[config.mk]
export PLATFORM = sky130hd
export DESIGN_NAME = quote_aware_token_splitter
export DESIGN_NICKNAME = d
export VERILOG_FILES = /design/src/rtl/qts_pkg.sv /design/src/rtl/quote_aware_token_splitter.sv /design/src/rtl/qts_scan.sv /design/src/rtl/qts_fifo.sv
export VERILOG_INCLUDE_DIRS = /design/src /design/src/rtl
export SDC_FILE = /design/constraint.sdc
export NUM_CORES = 1
export LEC_CHECK = 0
export CORE_MARGIN = 1
export CORE_UTILIZATION = 35
export DETAILED_ROUTE_END_ITERATION = 12
export DONT_BUFFER_PORTS = 1
export PLACE_DENSITY = 0.48
export SYNTH_ARGS = -nofsm -noshare
export SYNTH_HDL_FRONTEND = slang
export SYNTH_HIERARCHICAL = 1
export SYNTH_SLANG_ARGS = --single-unit
[constraint.sdc]
create_clock -name clk -period 9.2 [get_ports clk]
set_input_delay 1.38 -clock clk [delete_from_list [all_inputs] [get_ports clk]]
set_output_delay 1.38 -clock clk [all_outputs]
set_load 0.03 [all_outputs]
[src/rtl/assert_macros.svh]
// ----------------------------------------------------------------------------
// assertion macros
// shared concurrent assertion forms used by the rtl modules
// ----------------------------------------------------------------------------
`ifndef ASSERT_MACROS_SVH
`define ASSERT_MACROS_SVH

// property holds at every clock edge outside reset
`define ASSERT_ALWAYS(label, clk, rst, prop, msg) \
  label: assert property (@(posedge clk) disable iff (rst) (prop)) else $error(msg);

// consequent holds in the cycle after the antecedent
`define ASSERT_NEXT(label, clk, rst, ante, cons, msg) \
  label: assert property (@(posedge clk) disable iff (rst) (ante) |=> (cons)) else $error(msg);

`endif

[src/rtl/qts_pkg.sv]
// ----------------------------------------------------------------------------
// qts_pkg
// types, codes and constants of the quote aware token splitter
// ----------------------------------------------------------------------------
`timescale 1ns / 1ps
`default_nettype none

package qts_pkg;

  localparam int QTS_FIFO_DEPTH = 4;

  // characters of interest
  localparam logic [7:0] CH_NUL    = 8'h00;
  localparam logic [7:0] CH_SPACE  = 8'h20;
  localparam logic [7:0] CH_TAB    = 8'h09;
  localparam logic [7:0] CH_LF     = 8'h0A;
  localparam logic [7:0] CH_CR     = 8'h0D;
  localparam logic [7:0] CH_SQUOTE = 8'h27;
  localparam logic [7:0] CH_DQUOTE = 8'h22;
  localparam logic [7:0] CH_BSLASH = 8'h5C;

  // result kinds
  localparam logic [1:0] KIND_BYTE = 2'd0;
  localparam logic [1:0] KIND_END  = 2'd1;
  localparam logic [1:0] KIND_OK   = 2'd2;
  localparam logic [1:0] KIND_ERR  = 2'd3;

  // error codes
  localparam logic [1:0] ERR_NONE      = 2'd0;
  localparam logic [1:0] ERR_QUOTE     = 2'd1;
  localparam logic [1:0] ERR_BACKSLASH = 2'd2;

  // scanner modes
  typedef enum logic [5:0] {
    M_BETWEEN  = 6'b000001,
    M_BARE     = 6'b000010,
    M_BARE_ESC = 6'b000100,
    M_SQ       = 6'b001000,
    M_DQ       = 6'b010000,
    M_DQ_ESC   = 6'b100000
  } scan_mode_t;

  typedef struct packed {
    logic [1:0] kind;
    logic [7:0] token_byte;
    logic [1:0] error_code;
    logic [7:0] token_count;
    logic       last;
  } result_t;

  // results caused by one input byte
  typedef struct packed {
    logic [1:0] n;
    result_t    r0;
    result_t    r1;
  } step_t;

  function automatic result_t mk_result(logic [1:0] kind, logic [7:0] b,
                                        logic [1:0] err, logic [7:0] cnt,
                                        logic last);
    result_t r;
    r.kind        = kind;
    r.token_byte  = b;
    r.error_code  = err;
    r.token_count = cnt;
    r.last        = last;
    return r;
  endfunction

endpackage

`default_nettype wire

[src/rtl/quote_aware_token_splitter.sv]
// ----------------------------------------------------------------------------
// quote_aware_token_splitter
// splits a zero-terminated command line into shell-style quoted tokens
// ----------------------------------------------------------------------------
// channel  direction  payload
// s_axis   in         tdata[7:0] line_byte
// m_axis   out        tdata[7:0] token_byte, [9:8] error_code,
//                     [17:10] token_count; tuser result_kind; tlast last_of_item
//
// one byte is taken per cycle while s_axis_tready is high; its results are queued at the same edge
// a byte yields zero, one or two results; the queue drains one per cycle while m_axis_tready is high
// s_axis_tready drops only while the queue has fewer than two free slots
// rst is synchronous and returns the scanner to between tokens, count zero
// results are registered in the queue, never passed to m_axis in the same cycle
// ----------------------------------------------------------------------------
`timescale 1ns / 1ps
`default_nettype none

module quote_aware_token_splitter
  import qts_pkg::*;
#(
  parameter int FIFO_DEPTH = QTS_FIFO_DEPTH
) (
  input  wire logic        clk,
  input  wire logic        rst,
  // input byte stream
  input  wire logic        s_axis_tvalid,
  output logic             s_axis_tready,
  input  wire logic [7:0]  s_axis_tdata,   // [7:0] line_byte
  // result stream
  output logic             m_axis_tvalid,
  input  wire logic        m_axis_tready,
  output logic [23:0]      m_axis_tdata,   // [7:0] token_byte, [9:8] error_code,
                                           // [17:10] token_count, rest zero
  output logic [1:0]       m_axis_tuser,   // [1:0] result_kind
  output logic             m_axis_tlast    // last result of an input byte
);

  logic    in_fire;
  step_t   step;
  result_t head;

  // input transfer completes when the queue can absorb a result pair
  assign in_fire = s_axis_tvalid && s_axis_tready;

  // mode and token count, plus decode of the current byte
  qts_scan u_scan (
    .clk       (clk),
    .rst       (rst),
    .fire      (in_fire),
    .line_byte (s_axis_tdata),
    .step      (step)
  );

  // result queue decouples the stall on m_axis from input transfers
  qts_fifo #(
    .DEPTH (FIFO_DEPTH)
  ) u_fifo (
    .clk       (clk),
    .rst       (rst),
    .push      (in_fire),
    .step      (step),
    .room      (s_axis_tready),
    .out_valid (m_axis_tvalid),
    .out_ready (m_axis_tready),
    .out_data  (head)
  );

  // pack the head result onto the master side
  assign m_axis_tdata = {6'd0, head.token_count, head.error_code, head.token_byte};
  assign m_axis_tuser = head.kind;
  assign m_axis_tlast = head.last;

endmodule

`default_nettype wire

[src/rtl/qts_scan.sv]
// ----------------------------------------------------------------------------
// qts_scan
// scanner state and per-byte decode into up to two results
// ----------------------------------------------------------------------------
`timescale 1ns / 1ps
`default_nettype none

`include "assert_macros.svh"

module qts_scan
  import qts_pkg::*;
(
  input  wire logic       clk,
  input  wire logic       rst,
  input  wire logic       fire,
  input  wire logic [7:0] line_byte,
  output step_t           step
);

  scan_mode_t mode, mode_next;
  logic [7:0] tokens_seen, tokens_seen_next;
  logic [7:0] tokens_inc;
  logic       is_sep;

  assign tokens_inc = (tokens_seen == 8'hFF) ? tokens_seen : tokens_seen + 8'd1;
  assign is_sep     = line_byte inside {CH_SPACE, CH_TAB, CH_LF, CH_CR};

  always_comb begin
    mode_next        = mode;
    tokens_seen_next = tokens_seen;
    step.n           = 2'd0;
    step.r0          = '0;
    step.r1          = '0;
    if (line_byte == CH_NUL) begin
      mode_next        = M_BETWEEN;
      tokens_seen_next = 8'd0;
      step.n           = 2'd1;
      case (mode)
        M_BARE: begin
          step.n  = 2'd2;
          step.r0 = mk_result(KIND_END, 8'd0, ERR_NONE, 8'd0, 1'b0);
          step.r1 = mk_result(KIND_OK, 8'd0, ERR_NONE, tokens_inc, 1'b1);
        end
        M_BARE_ESC: begin
          step.r0 = mk_result(KIND_ERR, 8'd0, ERR_BACKSLASH, tokens_seen, 1'b1);
        end
        M_SQ, M_DQ, M_DQ_ESC: begin
          step.r0 = mk_result(KIND_ERR, 8'd0, ERR_QUOTE, tokens_seen, 1'b1);
        end
        default: begin
          step.r0 = mk_result(KIND_OK, 8'd0, ERR_NONE, tokens_seen, 1'b1);
        end
      endcase
    end else begin
      case (mode)
        M_BARE: begin
          if (is_sep) begin
            tokens_seen_next = tokens_inc;
            step.n           = 2'd1;
            step.r0          = mk_result(KIND_END, 8'd0, ERR_NONE, 8'd0, 1'b1);
            mode_next        = M_BETWEEN;
          end else if (line_byte == CH_SQUOTE) begin
            mode_next = M_SQ;
          end else if (line_byte == CH_DQUOTE) begin
            mode_next = M_DQ;
          end else if (line_byte == CH_BSLASH) begin
            mode_next = M_BARE_ESC;
          end else begin
            step.n  = 2'd1;
            step.r0 = mk_result(KIND_BYTE, line_byte, ERR_NONE, 8'd0, 1'b1);
          end
        end
        M_BARE_ESC: begin
          step.n    = 2'd1;
          step.r0   = mk_result(KIND_BYTE, line_byte, ERR_NONE, 8'd0, 1'b1);
          mode_next = M_BARE;
        end
        M_SQ: begin
          if (line_byte == CH_SQUOTE) begin
            mode_next = M_BARE;
          end else begin
            step.n  = 2'd1;
            step.r0 = mk_result(KIND_BYTE, line_byte, ERR_NONE, 8'd0, 1'b1);
          end
        end
        M_DQ: begin
          if (line_byte == CH_DQUOTE) begin
            mode_next = M_BARE;
          end else if (line_byte == CH_BSLASH) begin
            mode_next = M_DQ_ESC;
          end else begin
            step.n  = 2'd1;
            step.r0 = mk_result(KIND_BYTE, line_byte, ERR_NONE, 8'd0, 1'b1);
          end
        end
        M_DQ_ESC: begin
          step.n    = 2'd1;
          step.r0   = mk_result(KIND_BYTE, line_byte, ERR_NONE, 8'd0, 1'b1);
          mode_next = M_DQ;
        end
        default: begin
          if (is_sep) begin
            mode_next = M_BETWEEN;
          end else if (line_byte == CH_SQUOTE) begin
            mode_next = M_SQ;
          end else if (line_byte == CH_DQUOTE) begin
            mode_next = M_DQ;
          end else if (line_byte == CH_BSLASH) begin
            mode_next = M_BARE_ESC;
          end else begin
            step.n    = 2'd1;
            step.r0   = mk_result(KIND_BYTE, line_byte, ERR_NONE, 8'd0, 1'b1);
            mode_next = M_BARE;
          end
        end
      endcase
    end
  end

  always_ff @(posedge clk) begin
    if (rst) begin
      mode        <= M_BETWEEN;
      tokens_seen <= 8'd0;
    end else if (fire) begin
      mode        <= mode_next;
      tokens_seen <= tokens_seen_next;
    end
  end

  // line end always returns the scanner to its idle state
  `ASSERT_NEXT(a_line_end_clears, clk, rst, fire && (line_byte == CH_NUL), (tokens_seen == 8'd0) && (mode == M_BETWEEN), "scanner not cleared after line end")
  // a pair of results only comes from a bare token cut by line end
  `ASSERT_ALWAYS(a_pair_is_end_ok, clk, rst, (step.n != 2'd2) || ((step.r0.kind == KIND_END) && (step.r1.kind == KIND_OK)), "unexpected result pair")

endmodule

`default_nettype wire

[src/rtl/qts_fifo.sv]
// ----------------------------------------------------------------------------
// qts_fifo
// result queue taking up to two results per cycle and giving one while out_ready is high
// ----------------------------------------------------------------------------
`timescale 1ns / 1ps
`default_nettype none

`include "assert_macros.svh"

module qts_fifo
  import qts_pkg::*;
#(
  parameter int DEPTH = QTS_FIFO_DEPTH
) (
  input  wire logic  clk,
  input  wire logic  rst,
  input  wire logic  push,
  input  wire step_t step,
  output logic       room,
  output logic       out_valid,
  input  wire logic  out_ready,
  output result_t    out_data
);

  localparam int PW = (DEPTH > 2) ? $clog2(DEPTH) : 1;
  localparam int CW = $clog2(DEPTH + 1);
  localparam logic [PW-1:0] PTR_LAST  = PW'(DEPTH - 1);
  localparam logic [CW-1:0] ROOM_MAX  = CW'(DEPTH - 2);

  result_t       mem [DEPTH];
  logic [PW-1:0] wr_ptr, rd_ptr, wr_ptr_1, wr_ptr_2, rd_ptr_1;
  logic [CW-1:0] count;
  logic [1:0]    n_push;
  logic          pop;

  assign wr_ptr_1  = (wr_ptr == PTR_LAST) ? '0 : wr_ptr + PW'(1);
  assign wr_ptr_2  = (wr_ptr_1 == PTR_LAST) ? '0 : wr_ptr_1 + PW'(1);
  assign rd_ptr_1  = (rd_ptr == PTR_LAST) ? '0 : rd_ptr + PW'(1);
  assign n_push    = push ? step.n : 2'd0;
  assign out_valid = (count != '0);
  assign pop       = out_valid && out_ready;
  assign room      = (count <= ROOM_MAX);
  assign out_data  = mem[rd_ptr];

  always_ff @(posedge clk) begin
    if (n_push != 2'd0) begin
      mem[wr_ptr] <= step.r0;
    end
    if (n_push == 2'd2) begin
      mem[wr_ptr_1] <= step.r1;
    end
  end

  always_ff @(posedge clk) begin
    if (rst) begin
      wr_ptr <= '0;
      rd_ptr <= '0;
      count  <= '0;
    end else begin
      count <= count + CW'(n_push) - CW'(pop);
      if (n_push == 2'd1) begin
        wr_ptr <= wr_ptr_1;
      end else if (n_push == 2'd2) begin
        wr_ptr <= wr_ptr_2;
      end
      if (pop) begin
        rd_ptr <= rd_ptr_1;
      end
    end
  end

  `ASSERT_ALWAYS(a_count_bound, clk, rst, count <= CW'(DEPTH), "result queue over depth")
  `ASSERT_ALWAYS(a_push_fits, clk, rst, (n_push == 2'd0) || room, "push without room")
  `ASSERT_NEXT(a_pop_only, clk, rst, pop && (n_push == 2'd0), count == $past(count) - CW'(1), "count did not drop on pop")

endmodule

`default_nettype wire
==> impl_metrics.csv, run 1 <==
group,metric,value,unit
final_layout,drive_above_1_share,28.19,%
power_and_ir_drop,irDropWorstVdd,0.1299,mV
run,maxCapViolCount,0,
synthesis,yosysWarnings,6,
floorplanning,num_io_pins,41,
synthesis,synth_mux_area_share,23.62,%
synthesis,netlist_area,0.006223,mm2
synthesis,syn_area_per_cell,12.57,um2
routing,finalWirelength,13.88,mm
floorplanning,dieArea,0.01832,mm2
synthesis,synth_compound_area_share,6.876,%
worst_setup_path,worstSetupEndpointType,"register",
worst_hold_path,hold_class,"reg2reg",
clocking,cts_max_path_buffers,2,
worst_hold_path,hp-start,"u_fifo/rd_ptr[0]$_SDFFE_PP0P_",
clocking,clk_latency,0.36,ns
placement,io_buffers,0,
timing,worst_slew_pin_slew,1.224,ns
floorplanning,start_util,35.86,%
worst_setup_path,crit_top_cell,"nand2_1",
grt,grt_max_degree,27,
timing,finalSetupTns,0,ns
synthesis,ys_ff_latch,107,
timing,min_period,4.957,ns
timing,fin_skew,0.008936,ns
clocking,cts.sinks,107,
synthesis,syn_inst,495,
grt,grt_usage,16.34,%
clocking,hold_buffers,0,
synthesis,netlist-cell-type-count,64,
timing,setup_viol,0,
worst_setup_path,path_class,"in2reg",
clocking,cts_tree,"yes",
worst_setup_path,r2r_start,"u_scan/mode[5]$_SDFFE_PP0P_",
synthesis,synth.yosys.seq_area_share,47.93,%
synthesis,synth_edf_count,84,
routing,vias,3720,
worst_setup_path,crit_arrival,4.93,ns
floorplanning,dieWidth,135.3,um
routing,viasPerCell,5.232,
routing,ant_nets,0,
timing,finalMaxSlewViolations,0,
placement,dpl_cell_area,0.006299,mm2
routing,dr.first_iter.drc_count,182,
clocking,clk_pin_slew,0.07,ns
placement,place_ws,3.841,ns
timing,fin_ws,4.243,ns
routing,wl_per_cell,19.52,um
grt,antenna_found_initial,0,
placement,place_hpwl,9.690,mm
power_and_ir_drop,p_leak,2.358,nW
worst_setup_path,cp_cell_sequence,"or3_1 -> nor3_2 -> and2_1 -> nand2_1 -> inv_2 -> a31oi_1 -> nand2_1 -> ha_1 -> nand2_1 -> o21ai_2",
final_layout,fin_util,38.02,%
worst_setup_path,slowest_delay,0.78,ns
synthesis,synthAdderAreaFrac,2.533,%
worst_setup_path,crit_required,9.17,ns
final_layout,fillers,1641,
final_layout,fin_nets,505,
timing,max_freq,201.7,MHz
clocking,ctsResizeCount,0,
synthesis,synth_flop_cell,"edfxtp_1",
clocking,cts_inserted_buffers,9,
power_and_ir_drop,power_density,212.7,mW/mm2
routing,firstDrtPassIters,4,
clocking,cts_root_buffer,"clkbuf_16",
worst_setup_path,startpoint,"s_axis_tdata[0]",
worst_setup_path,critPathLaunchType,"input pin",
worst_setup_path,crit_fanout,22,
worst_setup_path,cp_top_family,"simple AND/OR/NAND/NOR gates",
power_and_ir_drop,finalPower,0.001403,W
final_layout,diodes,0,
clocking,post_cts_buffers,0,
floorplanning,rows,48,
status,status,"finished, final reports clean",
floorplanning,coreArea,0.01736,mm2
worst_setup_path,path_buf_inv,1,
synthesis,synth_top_family_by_area,"multiplexers",
grt,gr-total-overflow,0,
synthesis,synth_xor_xnor_area_share,1.126,%
placement,gp_congestion,0.8154,
grt,grt_pass1_vias,3806,
timing,slew_headroom,18.43,%
floorplanning,die_h,135.3,um
synthesis,async_flop_share,0,%
synthesis,yosys.area_share.simple,12.06,%
final_layout,design_area,0.006599,mm2
worst_setup_path,slowest_stage,"o21ai_2",
grt,grt_pass1_wl,22.14,mm
clocking,htree_levels,3,
routing,drc,0,
timing,final-hold-violation-count,0,
timing,timing.final.crit_share,53.88,%
timing,rsz0062_at_grt,"false",
final_layout,area.growth.synth_to_final,6.031,%
[path summary, 6_finish.rpt]
check,endpoint,slack [ns],depth (start not counted)
max,u_fifo/mem[1][12]$_DFFE_PP_,4.24,10
max reg2reg,u_fifo/mem[1][12]$_DFFE_PP_,5.19,9
min reg2reg,register,0.51,2
min,register,0.51,2
[cells in the final DEF, fill, tap and decap left out, drive strengths merged, types with 3 or more instances in the layout]
| master | instances |
|---|---|
| edfxtp | 84 |
| nor3 | 13 |
| clkinv | 3 |
| conb | 17 |
| and3 | 14 |
| dfxtp | 23 |
| a21oi | 17 |
| nor2 | 30 |
| a31oi | 4 |
| mux2 | 85 |
| buf | 3 |
| nor4 | 3 |
| or3 | 3 |
| nor3b | 3 |
| and2 | 7 |
| nor2b | 11 |
| mux4 | 21 |
| o21ai | 14 |
| clkbuf | 9 |
| ha | 11 |
| nand2 | 26 |
| nand3 | 14 |
| xnor2 | 6 |
| nand4 | 4 |
| inv | 18 |
| mux2i | 4 |
[worst reg2reg max path: cells and delay by family (launching register included)]
kind | cells | cell delay, ns
adders and majority gates | 1 | 0.30
and+or+nand+nor | 5 | 1.90
AOI/OAI and AO/OA | 3 | 1.03
DFF | 1 | 0.38
[flip-flops by register name, indices dropped and copies added (netlist names), named ones only]
name	flops
u_fifo/count	3
u_fifo/mem	84
u_fifo/rd_ptr	2
u_fifo/wr_ptr	2
u_scan/mode	6
u_scan/tokens_seen	8
[where the power goes]
group	switching [W]	internal, W
clock network	0.000183	0.000214
logic	0.000250	0.000134
registers	0.0000356	0.000587
[synth_stat cells (all sizes together), types with 13 or more instances]
cell type / count / area, um2
and3: 14 / 92.59
nand3: 14 / 70.07
mux2: 85 / 957.2
dfxtp: 23 / 460.4
mux4: 21 / 473.0
a21oi: 17 / 85.08
nand2: 26 / 107.6
o21ai: 14 / 70.07
edfxtp: 84 / 2522
nor3: 13 / 75.07
inv: 15 / 56.30
buf: 36 / 274.0
nor2: 30 / 122.6
[per-layer routing]
metal / track usage, % / vias up / wire length, um
met5: 0 / - / 0
met4: 4.120 / 0 / 134
met3: 4.115 / 10 / 707
met2: 25.33 / 61 / 6230
met1: 22.70 / 1831 / 6810
li1: - / 1818 / -
[final cells by class]
| cell class | count | area [um2] | share of cell area (%) |
|---|---|---|---|
| repair buffers | 3 | 22.52 | 0.3413 |
| well taps | 225 | 281.5 | 4.266 |
| inverters | 15 | 56.30 | 0.8532 |
| flip-flops and latches | 107 | 2983 | 45.20 |
| multi-input cells | 345 | 2955 | 44.79 |
| clock inverters | 7 | 75.07 | 1.138 |
| clock buffers | 9 | 225.2 | 3.413 |
[kinds of logic (layout without fill, tap and decap cells)]
logic type,after synthesis,count (layout)
flops,107,107
other cells,2,17
mux,110,110
fa+ha+maj,12,12
compound gates,60,60
simple gates,138,138
xor+xnor,8,8
buf+inv,58,34
[per-stage QoR]
step	std cells	hold slack, ns
5_1_grt	711	0.5338
2_1_floorplan	510	0.4713
3_3_place_gp	695	0.4760
6_report	711	0.5064
3_5_place_dp	695	0.4962
4_1_cts	711	0.5115
Power figures use the tool's default switching activity.
==> run 2: changes to the inputs <==
--- a/config.mk
+++ b/config.mk
@@ -10,7 +10,7 @@
 export CORE_UTILIZATION = 35
 export DETAILED_ROUTE_END_ITERATION = 12
 export DONT_BUFFER_PORTS = 1
-export PLACE_DENSITY = 0.48
+export PLACE_DENSITY = 0.5
 export SYNTH_ARGS = -nofsm -noshare
 export SYNTH_HDL_FRONTEND = slang
 export SYNTH_HIERARCHICAL = 1
==> constraint.sdc (replaced) <==
create_clock -name clk -period 4 [get_ports clk]
set_input_delay 0.6 -clock clk [delete_from_list [all_inputs] [get_ports clk]]
set_output_delay 0.6 -clock clk [all_outputs]
set_load 0.03 [all_outputs]
==> impl_metrics.csv, run 2 (synthesis results as in run 1) <==
group,metric,value,unit
final_layout,largest_register_ffs,84,
power_and_ir_drop,cellInternalPower,0.002097,W
routing,finalWirelength,13.84,mm
worst_setup_path,worstSetupEndpointType,"register",
clocking,cts.sinks,107,
power_and_ir_drop,power_density,473.4,mW/mm2
grt,grt_usage,15.90,%
timing,worst_slew_pin_slew,0.6990,ns
clocking,ctsResizeCount,0,
power_and_ir_drop,power_frac_seq,44.7,%
timing,setup_viol,0,
final_layout,layout_commonest_cell,"edfxtp_1",
floorplanning,dieArea,0.01832,mm2
clocking,htree_levels,3,
routing,viasPerCell,5.362,
grt,antenna_found_initial,0,
power_and_ir_drop,p_sw,0.001059,W
worst_setup_path,path_class,"reg2reg",
floorplanning,start_util,35.86,%
timing,slew_headroom,52.97,%
worst_setup_path,crit_arrival,3.55,ns
final_layout,reg_top3,"u_fifo/mem: 84 flops, u_scan/tokens_seen: 8 flops, u_scan/mode: 6 flops",
routing,ant_nets,0,
timing,finalSetupTns,0,ns
timing,final-hold-violation-count,0,
timing,min_period,3.449,ns
power_and_ir_drop,irDropWorstVdd,0.2444,mV
routing,drc,0,
grt,gr-total-overflow,0,
final_layout,fin_nets,515,
worst_setup_path,crit_required,4.10,ns
power_and_ir_drop,power.share.clock,26.2,%
timing,fin_skew,0.007560,ns
clocking,post_cts_buffers,0,
clocking,clk_pin_slew,0.07,ns
timing,max_freq,289.9,MHz
power_and_ir_drop,p_leak,2.392,nW
final_layout,drive_above_1_share,29.44,%
final_layout,layout.cells.most_common_list,"84 x edfxtp_1, 81 x mux2_2, 28 x nor2_1, 24 x nand2_1, 23 x dfxtp_1",
clocking,cts_tree,"yes",
clocking,clk_latency,0.35,ns
worst_setup_path,critPathLaunchType,"register",
run,maxCapViolCount,0,
placement,io_buffers,0,
final_layout,area.growth.synth_to_final,7.137,%
floorplanning,rows,48,
grt,grt_max_degree,27,
routing,vias,3866,
timing,finalMaxSlewViolations,0,
timing,rsz0062_at_grt,"false",
grt,grt_pass1_wl,21.60,mm
floorplanning,die_h,135.3,um
final_layout,fin_util,38.42,%
clocking,cts_root_buffer,"clkbuf_16",
clocking,hold_buffers,0,
clocking,cts_inserted_buffers,9,
clocking,cts_max_path_buffers,2,
routing,wl_per_cell,19.20,um
timing,timing.final.crit_share,86.22,%
floorplanning,num_io_pins,41,
placement,place_hpwl,9.381,mm
grt,grt_pass1_vias,3806,
placement,gp_congestion,0.9221,
power_and_ir_drop,p_sw_share,33.55,%
status,status,"finished, final reports clean",
floorplanning,coreArea,0.01736,mm2
routing,dr.first_iter.drc_count,293,
floorplanning,dieWidth,135.3,um
routing,firstDrtPassIters,4,
worst_setup_path,crit_fanout,18,
power_and_ir_drop,comb_power_share,29.1,%
final_layout,diodes,0,
final_layout,largest_register,"u_fifo/mem",
worst_hold_path,hold_class,"in2reg",
-- run 2: final timing paths --
kind | cells past startpoint | slack (ns) | start | to
worst max-delay path | 10 | 0.55 | u_scan/mode[5]$_SDFFE_PP0P_ | u_fifo/mem[1][3]$_DFFE_PP_
worst min-delay path | 1 | 0.31 | rst | u_fifo/wr_ptr[0]$_SDFFE_PP0P_
worst max register to register | 10 | 0.55 | u_scan/mode[5]$_SDFFE_PP0P_ | u_fifo/mem[1][3]$_DFFE_PP_
worst min register to register | 2 | 0.50 | u_fifo/rd_ptr[0]$_SDFFE_PP0P_ | u_fifo/rd_ptr[0]$_SDFFE_PP0P_
-- run 2: final cells by class --
type,count,area [um2]
multi-input cells,345,2955
clock inverters,5,36.28
fillers,1621,10690
repair buffers,13,122.6
well taps,225,281.5
flip-flops and latches,107,2983
inverters,15,56.30
clock buffers,11,232.7
-- run 2: power by group through the flow --
stage / logic [W] / registers [W] / clock network (W)
after floorplan: 0.000769 / 0.00143 / 0
after global placement: 0.000926 / 0.00143 / 0
after detailed placement: 0.000934 / 0.00144 / 0
after CTS: 0.000938 / 0.00141 / 0.000852
after global routing: 0.000994 / 0.00143 / 0.000892
final: 0.000918 / 0.00141 / 0.000827
-- run 2: per-stage QoR --
step | hold slack, ns | std cells | cell area (um2) | setup slack (ns) | power [W]
after floorplan | 0.4713 | 510 | 6280 | -0.1881 | 0.002199
after global placement | 0.4780 | 705 | 6399 | 0.5170 | 0.002360
after detailed placement | 0.4867 | 705 | 6399 | 0.4793 | 0.002371
after CTS | 0.2998 | 721 | 6668 | 0.5866 | 0.003203
after global routing | 0.2957 | 721 | 6668 | 0.2696 | 0.003314
final | 0.3131 | 721 | 6668 | 0.5510 | 0.003157
-- run 2: routing by layer --
metal  vias to the layer above  track usage (%)  wire [um]
met5                         -                0          0
met4                         0            3.870        133
met3                        12            3.367        533
met2                        96            24.44       6372
met1                      1909            22.72       6801
li1                       1849                -          -
-- run 2: critical path: stages (launching register included) --
cell and delay [ns]:
dfxtp_1 0.37, nor4_1 0.66, nand2_1 0.22, nand3_1 0.24, nor2_1 0.10, a31oi_1 0.22, nand2_1 0.15, ha_1 0.28
nand2_1 0.23, buf_4 0.36, mux2_2 0.38
==> run 3: changes to the inputs <==
--- a/config.mk
+++ b/config.mk
@@ -10,6 +10,8 @@
 export CORE_UTILIZATION = 35
 export DETAILED_ROUTE_END_ITERATION = 12
 export DONT_BUFFER_PORTS = 1
+export GPL_TIMING_DRIVEN = 0
+export MAX_ROUTING_LAYER = met4
 export PLACE_DENSITY = 0.5
 export SYNTH_ARGS = -nofsm -noshare
 export SYNTH_HDL_FRONTEND = slang
==> impl_metrics.csv, run 3 (synthesis results as in run 1) <==
group,metric,value,unit
status,status,"finished, final reports clean",
power_and_ir_drop,power_frac_seq,42.9,%
grt,use_met3,2.656,%
placement,place_hpwl,10.42,mm
clocking,cts_tree,"yes",
placement,dpl_cell_area,0.006659,mm2
timing,setup_viol,0,
final_layout,largest_register,"u_fifo/mem",
final_layout,diodes,0,
clocking,cts_inserted_buffers,9,
routing,viasPerCell,5.221,
worst_setup_path,critPathLaunchType,"input pin",
power_and_ir_drop,cellInternalPower,0.002197,W
clocking,cts_root_buffer,"clkbuf_16",
worst_setup_path,path_class,"in2reg",
routing,vias,3952,
clocking,cts_max_path_buffers,2,
worst_setup_path,r2r_start,"u_scan/mode[5]$_SDFFE_PP0P_",
timing,slew_headroom,41.74,%
floorplanning,die_h,135.3,um
final_layout,fin_cells,757,
timing,max_freq,272.4,MHz
worst_setup_path,crit_fanout,12,
floorplanning,dieWidth,135.3,um
worst_setup_path,r2r_end,"u_fifo/mem[2][9]$_DFFE_PP_",
timing,worst_slew_pin_slew,0.8738,ns
power_and_ir_drop,p_sw,0.001104,W
power_and_ir_drop,comb_power_share,29.0,%
grt,antenna_found_initial,0,
grt,grt_max_degree,20,
grt,grt_pass1_vias,3933,
placement,dp_cells,741,
timing,finalMaxSlewViolations,0,
power_and_ir_drop,irDropWorstVdd,0.2518,mV
floorplanning,coreArea,0.01736,mm2
floorplanning,start_util,35.86,%
placement,io_buffers,0,
routing,ant_nets,0,
worst_setup_path,worstSetupEndpointType,"register",
placement,gp_congestion,0.7830,
worst_hold_path,hp-start,"u_fifo/rd_ptr[0]$_SDFFE_PP0P_",
routing,finalWirelength,14.44,mm
timing,fin_skew,0.008008,ns
routing,drc,0,
routing,firstDrtPassIters,4,
floorplanning,num_io_pins,41,
routing,wl_per_cell,19.08,um
worst_hold_path,whs_endpoint,"u_fifo/rd_ptr[0]$_SDFFE_PP0P_",
power_and_ir_drop,p_leak,2.578,nW
final_layout,design_area,0.006967,mm2
clocking,htree_levels,3,
final_layout,area.growth.synth_to_final,11.94,%
routing,dr.first_iter.drc_count,214,
clocking,cts.sinks,107,
power_and_ir_drop,power_density,473.8,mW/mm2
timing,rsz0062_at_grt,"false",
worst_hold_path,hold_class,"reg2reg",
clocking,hold_buffers,0,
run,maxCapViolCount,0,
timing,final-hold-violation-count,0,
clocking,ctsResizeCount,0,
grt,top_usage_layer,"met2",
grt,met2_usage,27.07,%
power_and_ir_drop,power.share.clock,28.1,%
timing,timing.final.crit_share,91.78,%
worst_hold_path,hold_depth,2,
grt,gr-total-overflow,0,
final_layout,layout.cells.most_common_list,"84 x edfxtp_1, 81 x mux2_2, 28 x nor2_1, 25 x buf_4, 24 x nand2_1",
worst_setup_path,crit_arrival,3.73,ns
grt,grt_pass1_wl,22.58,mm
worst_setup_path,r2r_cells,9,
worst_setup_path,crit_required,4.06,ns
clocking,clk_pin_slew,0.08,ns
power_and_ir_drop,p_sw_share,33.44,%
final_layout,drive_above_1_share,33.46,%
timing,finalSetupTns,0,ns
final_layout,reg_top3,"u_fifo/mem: 84 flops, u_scan/tokens_seen: 8 flops, u_scan/mode: 6 flops",
final_layout,largest_register_ffs,84,
grt,grt_usage,17.19,%
grt,use_met1,23.18,%
clocking,clk_latency,0.35,ns
final_layout,layout_commonest_cell,"edfxtp_1",
floorplanning,dieArea,0.01832,mm2
worst_setup_path,r2r_slack,0.46,ns
final_layout,fin_nets,551,
clocking,post_cts_buffers,0,
floorplanning,rows,48,
timing,min_period,3.671,ns
==> run 3: cell types whose count changed in the layout (fill, tap and decap cells not counted), sizes merged <==
cell      delta
buf         +29
clkinv       +1
inv          +1
bufinv       +1
clkinvlp     -1
clkbuf       +5
==> run 3: area by class of cell <==
| type | count | area, um2 |
|---|---|---|
| buffer | 43 | 300.3 |
| fill | 1638 | 10390 |
| tap | 225 | 281.5 |
| clock inverter | 7 | 82.58 |
| inverter | 15 | 56.30 |
| multi-input combinational | 345 | 2955 |
| clock buffer | 9 | 225.2 |
| timing repair buffer | 6 | 82.58 |
| sequential | 107 | 2983 |
==> run 3: power by group through the flow <==
stage	combinational, W	clock (W)	sequential (W)
global placement	0.000918	0	0.00145
global route	0.00104	0.000993	0.00143
detailed placement	0.000977	0	0.00144
CTS	0.000980	0.000957	0.00142
finish	0.000957	0.000929	0.00142
floorplan	0.000769	0	0.00143
==> run 3: how the worst max path moves through the flow <==
stage                                from                     endpoint  slack (ns)  depth (start not counted)
after floorplan           s_axis_tdata[2]   u_fifo/mem[1][0]$_DFFE_PP_       -0.19                         10
after global placement    s_axis_tdata[2]   u_fifo/mem[0][3]$_DFFE_PP_       -2.08                         10
after detailed placement  s_axis_tdata[2]   u_fifo/mem[2][1]$_DFFE_PP_       -0.09                         14
after CTS                 s_axis_tdata[2]  u_fifo/mem[2][19]$_DFFE_PP_        0.27                         14
after global routing      s_axis_tdata[2]  u_fifo/mem[2][19]$_DFFE_PP_         0.1                         14
final                     s_axis_tdata[2]   u_fifo/mem[2][9]$_DFFE_PP_        0.33                         14
==> run 3: worst max-delay path: stages <==
cell and delay, ns:
buf_2 0.15, or3_1 0.39, nor3_2 0.22, and2_1 0.27, nand2_1 0.25, inv_2 0.23
buf_4 0.14, nand2_1 0.12, inv_1 0.10, ha_1 0.22, nand2_1 0.17, buf_4 0.25
o21ai_2 0.35, buf_8 0.24
==> run 3: layer usage <==
layer  share of wire [%]  wire, um
met5                   0         0
met1                  48      6918
met3                 4.2       606
met4                0.76       110
met2                  47      6804
==> run 3: through the flow <==
stage               setup slack, ns  total power (W)  util (%)  hold WS [ns]
floorplan                   -0.1881         0.002199         -        0.4713
global placement             -2.083         0.002369     37.80        0.4831
detailed placement         -0.09129         0.002420     38.37        0.4943
CTS                          0.2732         0.003355     40.14        0.5011
global route                0.09859         0.003470     40.14        0.5499
finish                       0.3288         0.003301     40.14        0.5056
